===== config.mk =====
export PLATFORM = sky130hd
export DESIGN_NAME = single_wire_rom_search_unit_flat
export DESIGN_NICKNAME = d
export VERILOG_FILES = /design/src/hw/rtl/swrs_pkg.sv /design/src/hw/rtl/swrs_if.sv /design/src/hw/rtl/swrs_engine.sv /design/src/hw/rtl/single_wire_rom_search_unit.sv /design/src/flat_wrapper.sv
export SDC_FILE = /design/constraint.sdc
export NUM_CORES = 1
export LEC_CHECK = 0
export ABC_CLOCK_PERIOD_IN_PS = 5200
export CORE_MARGIN = 2
export CORE_UTILIZATION = 42
export DETAILED_ROUTE_END_ITERATION = 10
export DONT_BUFFER_PORTS = 1
export HOLD_SLACK_MARGIN = 0.08
export PLACE_DENSITY = 0.64
export SKIP_LAST_GASP = 1
export SLEW_MARGIN = 20
export SYNTH_ARGS = -nofsm -noshare
export SYNTH_HDL_FRONTEND = slang
export SYNTH_HIERARCHICAL = 1
export SYNTH_SLANG_ARGS = --single-unit
export TNS_END_PERCENT = 20

===== constraint.sdc =====
create_clock -name clk -period 5.2 [get_ports clk]
set_input_delay 0.26 -clock clk [delete_from_list [all_inputs] [get_ports clk]]
set_output_delay 0.26 -clock clk [all_outputs]
set_load 0.05 [all_outputs]

===== src/hw/rtl/swrs_pkg.sv =====
// Shared types and constants for the single-wire ROM search unit.
// No dependencies; every other file in hw/rtl imports this package.
package swrs_pkg;

	// Identifier geometry
	localparam int ID_BITS = 64;
	localparam int IDX_W   = $clog2(ID_BITS);
	localparam int POS_W   = 7;
	localparam int CNT_W   = 8;

	localparam logic [POS_W-1:0] POS_FIRST = POS_W'(1);
	localparam logic [POS_W-1:0] POS_LAST  = POS_W'(ID_BITS);
	localparam logic [CNT_W-1:0] COUNT_MAX = {CNT_W{1'b1}};

	// Command codes carried in the mode field
	localparam logic [1:0] MODE_NEW   = 2'd0;
	localparam logic [1:0] MODE_START = 2'd1;
	localparam logic [1:0] MODE_PAIR  = 2'd2;

	// Result status codes
	localparam logic [2:0] ST_CLEARED      = 3'd0;
	localparam logic [2:0] ST_STARTED      = 3'd1;
	localparam logic [2:0] ST_NO_PRESENCE  = 3'd2;
	localparam logic [2:0] ST_ALREADY_DONE = 3'd3;
	localparam logic [2:0] ST_DIRECTION    = 3'd4;
	localparam logic [2:0] ST_COMPLETE     = 3'd5;
	localparam logic [2:0] ST_NO_DEVICES   = 3'd6;
	localparam logic [2:0] ST_IGNORED      = 3'd7;

	typedef struct packed {
		logic [1:0] mode;
		logic       presence;
		logic       id_bit;
		logic       comp_bit;
	} cmd_t;

	typedef struct packed {
		logic [2:0]         status;
		logic               write_bit;
		logic [ID_BITS-1:0] rom_id;
		logic [CNT_W-1:0]   dev_count;
		logic               search_done;
	} rsp_t;

endpackage


===== src/hw/rtl/swrs_if.sv =====
// Valid/ready channel interfaces for the ROM search unit: command and result words.
// Depends on swrs_pkg for field widths.
interface swrs_cmd_if;
	import swrs_pkg::*;

	logic       valid;
	logic       ready;
	logic [1:0] mode;
	logic       presence;
	logic       id_bit;
	logic       comp_bit;

	modport source (output valid, output mode, output presence, output id_bit,
		output comp_bit, input ready);
	modport sink (input valid, input mode, input presence, input id_bit,
		input comp_bit, output ready);
endinterface

interface swrs_res_if;
	import swrs_pkg::*;

	logic               valid;
	logic               ready;
	logic [2:0]         status;
	logic               write_bit;
	logic [ID_BITS-1:0] rom_id;
	logic [CNT_W-1:0]   dev_count;
	logic               search_done;

	modport source (output valid, output status, output write_bit, output rom_id,
		output dev_count, output search_done, input ready);
	modport sink (input valid, input status, input write_bit, input rom_id,
		input dev_count, input search_done, output ready);
endinterface


===== src/hw/rtl/swrs_engine.sv =====
// Search state and per-word decision logic of the ROM search unit.
// Depends on swrs_pkg; state advances on step, result is combinational.
module swrs_engine (
	input  logic          clk,
	input  logic          arst_n,
	input  logic          step,
	input  swrs_pkg::cmd_t cmd,
	output swrs_pkg::rsp_t rsp
);
	import swrs_pkg::*;

	logic [POS_W-1:0]   bit_pos_q, bit_pos_d;
	logic [POS_W-1:0]   disc_q, disc_d;
	logic [POS_W-1:0]   zmark_q, zmark_d;
	logic [ID_BITS-1:0] prev_id_q, prev_id_d;
	logic [ID_BITS-1:0] cur_id_q, cur_id_d;
	logic               done_q, done_d;
	logic [CNT_W-1:0]   count_q, count_d;
	logic               active_q, active_d;

	logic [POS_W-1:0] pos;
	logic [IDX_W-1:0] idx;
	logic             dir;

	// Clamp the position into 1..64 and derive the bit index
	always_comb begin
		if (bit_pos_q < POS_FIRST) begin
			pos = POS_FIRST;
		end else if (bit_pos_q > POS_LAST) begin
			pos = POS_LAST;
		end else begin
			pos = bit_pos_q;
		end
		idx = IDX_W'(pos - POS_FIRST);
	end

	// Decide status, direction and next state for one command word
	always_comb begin
		bit_pos_d = bit_pos_q;
		disc_d    = disc_q;
		zmark_d   = zmark_q;
		prev_id_d = prev_id_q;
		cur_id_d  = cur_id_q;
		done_d    = done_q;
		count_d   = count_q;
		active_d  = active_q;
		dir       = 1'b0;
		rsp       = '0;
		unique case (cmd.mode)
			MODE_NEW: begin
				bit_pos_d  = POS_FIRST;
				disc_d     = '0;
				zmark_d    = '0;
				prev_id_d  = '0;
				cur_id_d   = '0;
				done_d     = 1'b0;
				count_d    = '0;
				active_d   = 1'b0;
				rsp.status = ST_CLEARED;
			end
			MODE_START: begin
				if (!cmd.presence) begin
					active_d   = 1'b0;
					rsp.status = ST_NO_PRESENCE;
				end else if (done_q) begin
					rsp.status = ST_ALREADY_DONE;
				end else begin
					bit_pos_d  = POS_FIRST;
					zmark_d    = '0;
					cur_id_d   = '0;
					active_d   = 1'b1;
					rsp.status = ST_STARTED;
				end
			end
			MODE_PAIR: begin
				if (!active_q) begin
					rsp.status = ST_IGNORED;
				end else if (cmd.id_bit && cmd.comp_bit) begin
					active_d   = 1'b0;
					rsp.status = ST_NO_DEVICES;
				end else begin
					// Pick the branch: follow the bus, or resolve a discrepancy
					if (cmd.id_bit != cmd.comp_bit) begin
						dir = cmd.id_bit;
					end else if (pos == disc_q) begin
						dir = 1'b1;
					end else if (pos > disc_q) begin
						dir     = 1'b0;
						zmark_d = pos;
					end else begin
						dir = prev_id_q[idx];
						if (!dir) begin
							zmark_d = pos;
						end
					end
					cur_id_d[idx] = dir;
					rsp.write_bit = dir;
					if (pos != POS_LAST) begin
						bit_pos_d  = pos + POS_FIRST;
						rsp.status = ST_DIRECTION;
					end else begin
						// Close the pass and save its identifier
						disc_d = zmark_d;
						if (zmark_d == '0) begin
							done_d = 1'b1;
						end
						if (count_q != COUNT_MAX) begin
							count_d = count_q + CNT_W'(1);
						end
						prev_id_d  = cur_id_d;
						active_d   = 1'b0;
						bit_pos_d  = POS_FIRST;
						rsp.status = ST_COMPLETE;
						rsp.rom_id = cur_id_d;
					end
				end
			end
			default: begin
				rsp.status = ST_IGNORED;
			end
		endcase
		rsp.dev_count   = count_d;
		rsp.search_done = done_d;
	end

	// Advance the search state once per processed word
	always_ff @(posedge clk or negedge arst_n) begin
		if (!arst_n) begin
			bit_pos_q <= POS_FIRST;
			disc_q    <= '0;
			zmark_q   <= '0;
			prev_id_q <= '0;
			cur_id_q  <= '0;
			done_q    <= 1'b0;
			count_q   <= '0;
			active_q  <= 1'b0;
		end else if (step) begin
			bit_pos_q <= bit_pos_d;
			disc_q    <= disc_d;
			zmark_q   <= zmark_d;
			prev_id_q <= prev_id_d;
			cur_id_q  <= cur_id_d;
			done_q    <= done_d;
			count_q   <= count_d;
			active_q  <= active_d;
		end
	end

endmodule


===== src/hw/rtl/single_wire_rom_search_unit.sv =====
// Top level of the single-wire ROM search unit: input register, engine, result register.
// Depends on swrs_pkg, swrs_if (swrs_cmd_if, swrs_res_if) and swrs_engine.
//
// Usage:
//   cmd carries one command word: mode 0 starts a new enumeration, mode 1 opens
//   a pass with the presence result, mode 2 carries the id/complement bit pair
//   read for the current identifier position (least significant bit first).
//   res returns exactly one word per command: a status code, the direction bit
//   to write back (status direction or identifier complete), the identifier at
//   position 64, the device count so far and the enumeration-finished flag.
// Timing:
//   A command accepted into the input register is decided by the engine and its
//   result loaded into the result register, where the receiver can take it. One
//   command per cycle is sustained while res.ready is high; the search state
//   register updates in the same cycle the result register loads.
// Reset:
//   arst_n clears both stages and the search state (position 1, no saved
//   discrepancy, count zero, no pass in progress).
// Back-pressure:
//   While res.ready is low the result word is held; one more command is taken
//   into the input register, after which cmd.ready drops until the result moves.
module single_wire_rom_search_unit (
	input logic       clk,
	input logic       arst_n,
	swrs_cmd_if.sink   cmd,
	swrs_res_if.source res
);
	import swrs_pkg::*;

	logic s1_valid_q;
	cmd_t cmd_s1;
	logic res_valid_q;
	rsp_t rsp_q;
	rsp_t rsp_d;
	logic advance;

	assign advance   = s1_valid_q && (!res_valid_q || res.ready);
	assign cmd.ready = !s1_valid_q || advance;

	// Capture the incoming command word
	always_ff @(posedge clk or negedge arst_n) begin
		if (!arst_n) begin
			s1_valid_q <= 1'b0;
		end else if (cmd.valid && cmd.ready) begin
			s1_valid_q <= 1'b1;
		end else if (advance) begin
			s1_valid_q <= 1'b0;
		end
	end

	always_ff @(posedge clk) begin
		if (cmd.valid && cmd.ready) begin
			cmd_s1 <= '{mode: cmd.mode, presence: cmd.presence, id_bit: cmd.id_bit,
				comp_bit: cmd.comp_bit};
		end
	end

	swrs_engine u_engine (
		.clk    (clk),
		.arst_n (arst_n),
		.step   (advance),
		.cmd    (cmd_s1),
		.rsp    (rsp_d)
	);

	// Hold the result word until the receiver takes it
	always_ff @(posedge clk or negedge arst_n) begin
		if (!arst_n) begin
			res_valid_q <= 1'b0;
		end else if (advance) begin
			res_valid_q <= 1'b1;
		end else if (res.ready) begin
			res_valid_q <= 1'b0;
		end
	end

	always_ff @(posedge clk) begin
		if (advance) begin
			rsp_q <= rsp_d;
		end
	end

	assign res.valid       = res_valid_q;
	assign res.status      = rsp_q.status;
	assign res.write_bit   = rsp_q.write_bit;
	assign res.rom_id      = rsp_q.rom_id;
	assign res.dev_count   = rsp_q.dev_count;
	assign res.search_done = rsp_q.search_done;

`ifndef SYNTHESIS
	// An empty result register must never block the command side
	a_ready_when_empty: assert property (@(posedge clk) disable iff (!arst_n)
		!res_valid_q |-> cmd.ready)
		else $error("cmd.ready low with empty result register");

	// The identifier is only reported with a completed pass
	a_id_only_complete: assert property (@(posedge clk) disable iff (!arst_n)
		(res_valid_q && rsp_q.status != ST_COMPLETE) |-> (rsp_q.rom_id == '0))
		else $error("rom_id nonzero outside identifier complete");

	// A direction bit appears only with direction or complete status
	a_dir_status: assert property (@(posedge clk) disable iff (!arst_n)
		(res_valid_q && rsp_q.write_bit) |->
		(rsp_q.status == ST_DIRECTION || rsp_q.status == ST_COMPLETE))
		else $error("write_bit set with wrong status");
`endif

endmodule


===== src/flat_wrapper.sv =====
// flat-port wrapper written by rule: the top's interface ports become plain ports
module single_wire_rom_search_unit_flat import swrs_pkg::*;
  (clk, arst_n, cmd_valid, cmd_mode, cmd_presence, cmd_id_bit, cmd_comp_bit, cmd_ready, res_valid, res_status, res_write_bit, res_rom_id, res_dev_count, res_search_done, res_ready);
  swrs_cmd_if cmd_i ();
  swrs_res_if res_i ();
  input logic clk;
  input logic arst_n;
  input wire logic [$bits(cmd_i.valid)-1:0] cmd_valid;
  input wire logic [$bits(cmd_i.mode)-1:0] cmd_mode;
  input wire logic [$bits(cmd_i.presence)-1:0] cmd_presence;
  input wire logic [$bits(cmd_i.id_bit)-1:0] cmd_id_bit;
  input wire logic [$bits(cmd_i.comp_bit)-1:0] cmd_comp_bit;
  output wire logic [$bits(cmd_i.ready)-1:0] cmd_ready;
  output wire logic [$bits(res_i.valid)-1:0] res_valid;
  output wire logic [$bits(res_i.status)-1:0] res_status;
  output wire logic [$bits(res_i.write_bit)-1:0] res_write_bit;
  output wire logic [$bits(res_i.rom_id)-1:0] res_rom_id;
  output wire logic [$bits(res_i.dev_count)-1:0] res_dev_count;
  output wire logic [$bits(res_i.search_done)-1:0] res_search_done;
  input wire logic [$bits(res_i.ready)-1:0] res_ready;
  assign cmd_i.valid = cmd_valid;
  assign cmd_i.mode = cmd_mode;
  assign cmd_i.presence = cmd_presence;
  assign cmd_i.id_bit = cmd_id_bit;
  assign cmd_i.comp_bit = cmd_comp_bit;
  assign cmd_ready = cmd_i.ready;
  assign res_valid = res_i.valid;
  assign res_status = res_i.status;
  assign res_write_bit = res_i.write_bit;
  assign res_rom_id = res_i.rom_id;
  assign res_dev_count = res_i.dev_count;
  assign res_search_done = res_i.search_done;
  assign res_i.ready = res_ready;
  single_wire_rom_search_unit u_core (.clk(clk), .arst_n(arst_n), .cmd(cmd_i), .res(res_i));
endmodule

==> flow_summary.yaml <==
run_status:
  status: "complete, but fails checks"
  failed_checks: "design-rule violations"
sta:
  timing.clock.skew_ns: 0.0211
  min_period_over_period_pct: 78.7
  report.final.setup_viol: 0
  tightest_slew_ns: 1.00
  final_max_slew_viol_count: 0
  timing.final.hold_violations: 0
  maxClockFrequency_mhz: 244
  grt_setup_unrepaired: "no"
  maxSlewHeadroom_pct: 33.1
  period_needed_ns: 4.09
  setup_tns_final_ns: 0
placed_design:
  post-dp-hpwl_um: 18000
  buffer_ports.inserted: 0
  placement.cell_area_um2: 11500
  placed_cells_incl_taps: 1364
  gp_congestion: 0.972
route:
  antenna_violating_nets_post_route: 0
  drt_iter0_markers: 717
  drcViolationCount: 6
  drt-pass1-iter-count: 10
  detail_route.vias_per_cell: 5.79
  wl_um: 28900
  average_wire_per_cell_in_the_routed_design_um: 20.3
  vias: 8233
global_route:
  grt_pass1_vias: 8226
  grt_pass1_wl_um: 47000
  grt_start_max_net_pins: 162
  grt.total_usage_pct: 21.0
  number_of_antenna_violations_at_the_first_check_in_global_routing: 0
  grt.overflow.total: 0
cells_and_area:
  post_synthesis_to_final_layout_area_growth_pct: 11.8
  layout.cells.most_common: "sky130_fd_sc_hd__dfrtp_1"
  layout.cells.most_common_list: "160 x sky130_fd_sc_hd__dfrtp_1, 142 x sky130_fd_sc_hd__nand2_1, 106 x sky130_fd_sc_hd__o21ai_0, 82 x sky130_fd_sc_hd__edfxtp_1, 82 x sky130_fd_sc_hd__a21oi_1"
  number_of_standard_cells_in_the_final_layout_excluding_fillers: 1423
  antenna-diode-count: 0
  final_nets: 1091
  final_layout_size_suffix_gt1_share_pct: 9.19
  stdcell_area_um2: 12500
cts:
  cts_inserted_buffers: 26
  cts_resized: 0
  cts_max_path_buffers: 3
  cts_sinks: 243
  post_cts.repair.setup_buffers: 0
  clock_root_buffer_master: "sky130_fd_sc_hd__clkbuf_16"
  post_cts_hold_buffer_count: 10
  cts_max_level: 1
  clkSlewWorstSetupHoldPaths_ns: 0.06
  worstSkewPairLatency_ns: 0.54
  cts_tree: "yes"
floorplan:
  floorplan.io_pins: 88
  initial_utilization_pct: 42.8
  floorplan.die.height_um: 167
  die_area_um2: 28000
  row_count: 59
  coreArea_um2: 26100
  die_width_um: 167
worst_setup_path:
  critical_path.max_fanout: 64
  timing.setup.critical_path_class: "flip-flop to flip-flop"
  startpoint_type: "flip-flop"
  worst_ep_arrival_time_ns: 4.48
  timing.critical_path.to_type: "flip-flop"
  critPathRequiredTime_ns: 5.59
power_and_ir_drop:
  irDropWorstVdd_v: 0.000234
  power_switching_w: 0.00158
  p_per_area_nw_per_um2: 402
  swShare_pct: 31.4
  total_power_w: 0.00503
  power.share.combinational_pct: 17.2
  p_leak_nw: 5.01
  clock_power_share_pct: 36.3
  p_int_w: 0.00345
  power.share.sequential_pct: 46.5
logic_synthesis:
  synthCells: 1080
  async_reset_ff_share_pct: 66.3
  synth_enable_flop_cells: 82
  synth.ff_latch_count: 243
  post_synthesis_cell_area_um2: 11200
  synth_area_per_inst_um2: 10.4
  yosys.cell_types.count: 68
  synth_fp_nets: 1103
  synth_sequential_area_ratio_pct: 58.0
  synth_flop_cell: "sky130_fd_sc_hd__dfrtp_1"
  ys_warn_count: 6
run:
  drv.max_cap_violation_count: 0
min_path:
  hp-class: "input port to flip-flop"
cells by family (layout without fill, tap and decap cells):
group,Yosys count,after routing,share of synthesized area (%)
AOI/OAI and AO/OA,327,327,18.3
and+or+nand+nor,324,324,13.2
DFF,243,243,58.0
buffers and inverters,135,143,4.91
muxes,33,33,3.78
adders and majority gates,14,14,1.56
xor gates and xnor gates,4,4,0.313
sequential cells by signal (all words and copies together) (netlist names), 3 cells and up:
register / flops
u_core/res.rom_id: 64
u_core/u_engine/cur_id_q: 64
u_core/u_engine/prev_id_q: 64
u_core/res.dev_count: 8
u_core/u_engine/count_q: 8
u_core/u_engine/bit_pos_q: 7
u_core/u_engine/disc_q: 7
u_core/u_engine/zmark_q: 7
u_core/cmd_s1: 5
u_core/res.status: 3
metal layers:
layer | vias to the layer above | wire [µm] | global-route usage [%] | share of wire [%]
li1 | 3838 | - | - | -
met1 | 4085 | 13300 | 30.2 | 46
met2 | 260 | 13200 | 33.1 | 46
met3 | 50 | 1710 | 3.64 | 5.9
met4 | 0 | 629 | 5.44 | 2.2
met5 | - | 0 | 0 | 0
synth_stat cells (3+ instances only):
cell / count / share of area [%]
sky130_fd_sc_hd__nand3_1: 22 / 0.98
sky130_fd_sc_hd__clkbuf_1: 55 / 1.8
sky130_fd_sc_hd__o31ai_1: 6 / 0.40
sky130_fd_sc_hd__nand2b_1: 7 / 0.39
sky130_fd_sc_hd__o221ai_1: 5 / 0.39
sky130_fd_sc_hd__ha_1: 14 / 1.6
sky130_fd_sc_hd__nand2_1: 144 / 4.8
sky130_fd_sc_hd__dfrtp_1: 160 / 36
sky130_fd_sc_hd__edfxtp_1: 82 / 22
sky130_fd_sc_hd__mux2i_1: 22 / 2.0
sky130_fd_sc_hd__o21ai_0: 106 / 4.7
sky130_fd_sc_hd__buf_2: 13 / 0.58
sky130_fd_sc_hd__clkbuf_2: 3 / 0.13
sky130_fd_sc_hd__or2_2: 3 / 0.17
sky130_fd_sc_hd__and2_1: 35 / 2.0
sky130_fd_sc_hd__buf_4: 4 / 0.27
sky130_fd_sc_hd__o2111ai_1: 6 / 0.47
sky130_fd_sc_hd__a21oi_1: 82 / 3.7
sky130_fd_sc_hd__a22o_1: 30 / 2.3
sky130_fd_sc_hd__and3_1: 7 / 0.39
sky130_fd_sc_hd__nor2b_1: 6 / 0.34
sky130_fd_sc_hd__inv_1: 54 / 1.8
sky130_fd_sc_hd__mux2_2: 4 / 0.40
sky130_fd_sc_hd__buf_1: 4 / 0.13
sky130_fd_sc_hd__a31oi_1: 4 / 0.22
sky130_fd_sc_hd__mux4_2: 6 / 1.2
sky130_fd_sc_hd__nor2_1: 70 / 2.3
sky130_fd_sc_hd__a21o_1: 3 / 0.20
sky130_fd_sc_hd__o211ai_1: 10 / 0.67
sky130_fd_sc_hd__a32o_1: 7 / 0.63
sky130_fd_sc_hd__o22ai_1: 39 / 2.2
sky130_fd_sc_hd__nor3_1: 20 / 0.89
power groups by stage:
stage / registers (W) / clock network, W / logic (W)
2_1_floorplan: 0.00234 / 0 / 0.000599
3_3_place_gp: 0.00238 / 0 / 0.000807
3_5_place_dp: 0.00238 / 0 / 0.000818
4_1_cts: 0.00234 / 0.00188 / 0.000853
5_1_grt: 0.00236 / 0.00196 / 0.000948
6_report: 0.00234 / 0.00183 / 0.000866
through the flow:
stage / hold WS (ns) / setup WS [ns] / utilization [%]
after global routing: 0.303 / 0.880 / 47.9
final: 0.290 / 1.11 / 47.9
after CTS: 0.274 / 0.909 / 47.8
after floorplan: -0.0356 / 0.903 / -
after global placement: -0.0275 / 1.06 / 44.1
after detailed placement: -0.0285 / 0.900 / 44.2
cell type report:
type,count,area [µm²]
Inverter,55,206
Multi-Input combinational cell,702,4200
Tap cell,335,419
Clock inverter,12,150
Fill cell,2430,13600
Timing Repair Buffer,40,355
Sequential cell,243,6490
Clock buffer,36,688
final timing paths:
kind,startpoint,to,slack (ns),cells past startpoint
worst max-delay path,u_core/u_engine/bit_pos_q[2],u_core/u_engine/cur_id_q[7],1.11,14
max in group asynchronous,arst_n,u_core/u_engine/prev_id_q[20],4.19,2
worst min register to register,u_core/u_engine/prev_id_q[29],u_core/u_engine/prev_id_q[29],0.48,2
worst min-delay path,res_ready,u_core/cmd_s1[1],0.29,2
min in group asynchronous,arst_n,u_core/u_engine/cur_id_q[30],0.38,2
worst max register to register,u_core/u_engine/bit_pos_q[2],u_core/u_engine/cur_id_q[7],1.11,14
critical path, stage by stage, from the launching register on:
cell                        delay, ns
sky130_fd_sc_hd__dfrtp_1         0.54
sky130_fd_sc_hd__nor2_1          0.13
sky130_fd_sc_hd__a32o_1          0.43
sky130_fd_sc_hd__inv_2           0.11
sky130_fd_sc_hd__ha_1            0.52
sky130_fd_sc_hd__buf_4           0.27
sky130_fd_sc_hd__mux4_2          0.50
sky130_fd_sc_hd__a22oi_1         0.16
sky130_fd_sc_hd__nand2_1         0.11
sky130_fd_sc_hd__a21boi_1        0.16
sky130_fd_sc_hd__o311ai_1        0.12
sky130_fd_sc_hd__buf_4           0.20
sky130_fd_sc_hd__o2111ai_4       0.23
sky130_fd_sc_hd__buf_12          0.30
sky130_fd_sc_hd__o22ai_1         0.13
Note: power is estimated with default switching activity, not from simulation.
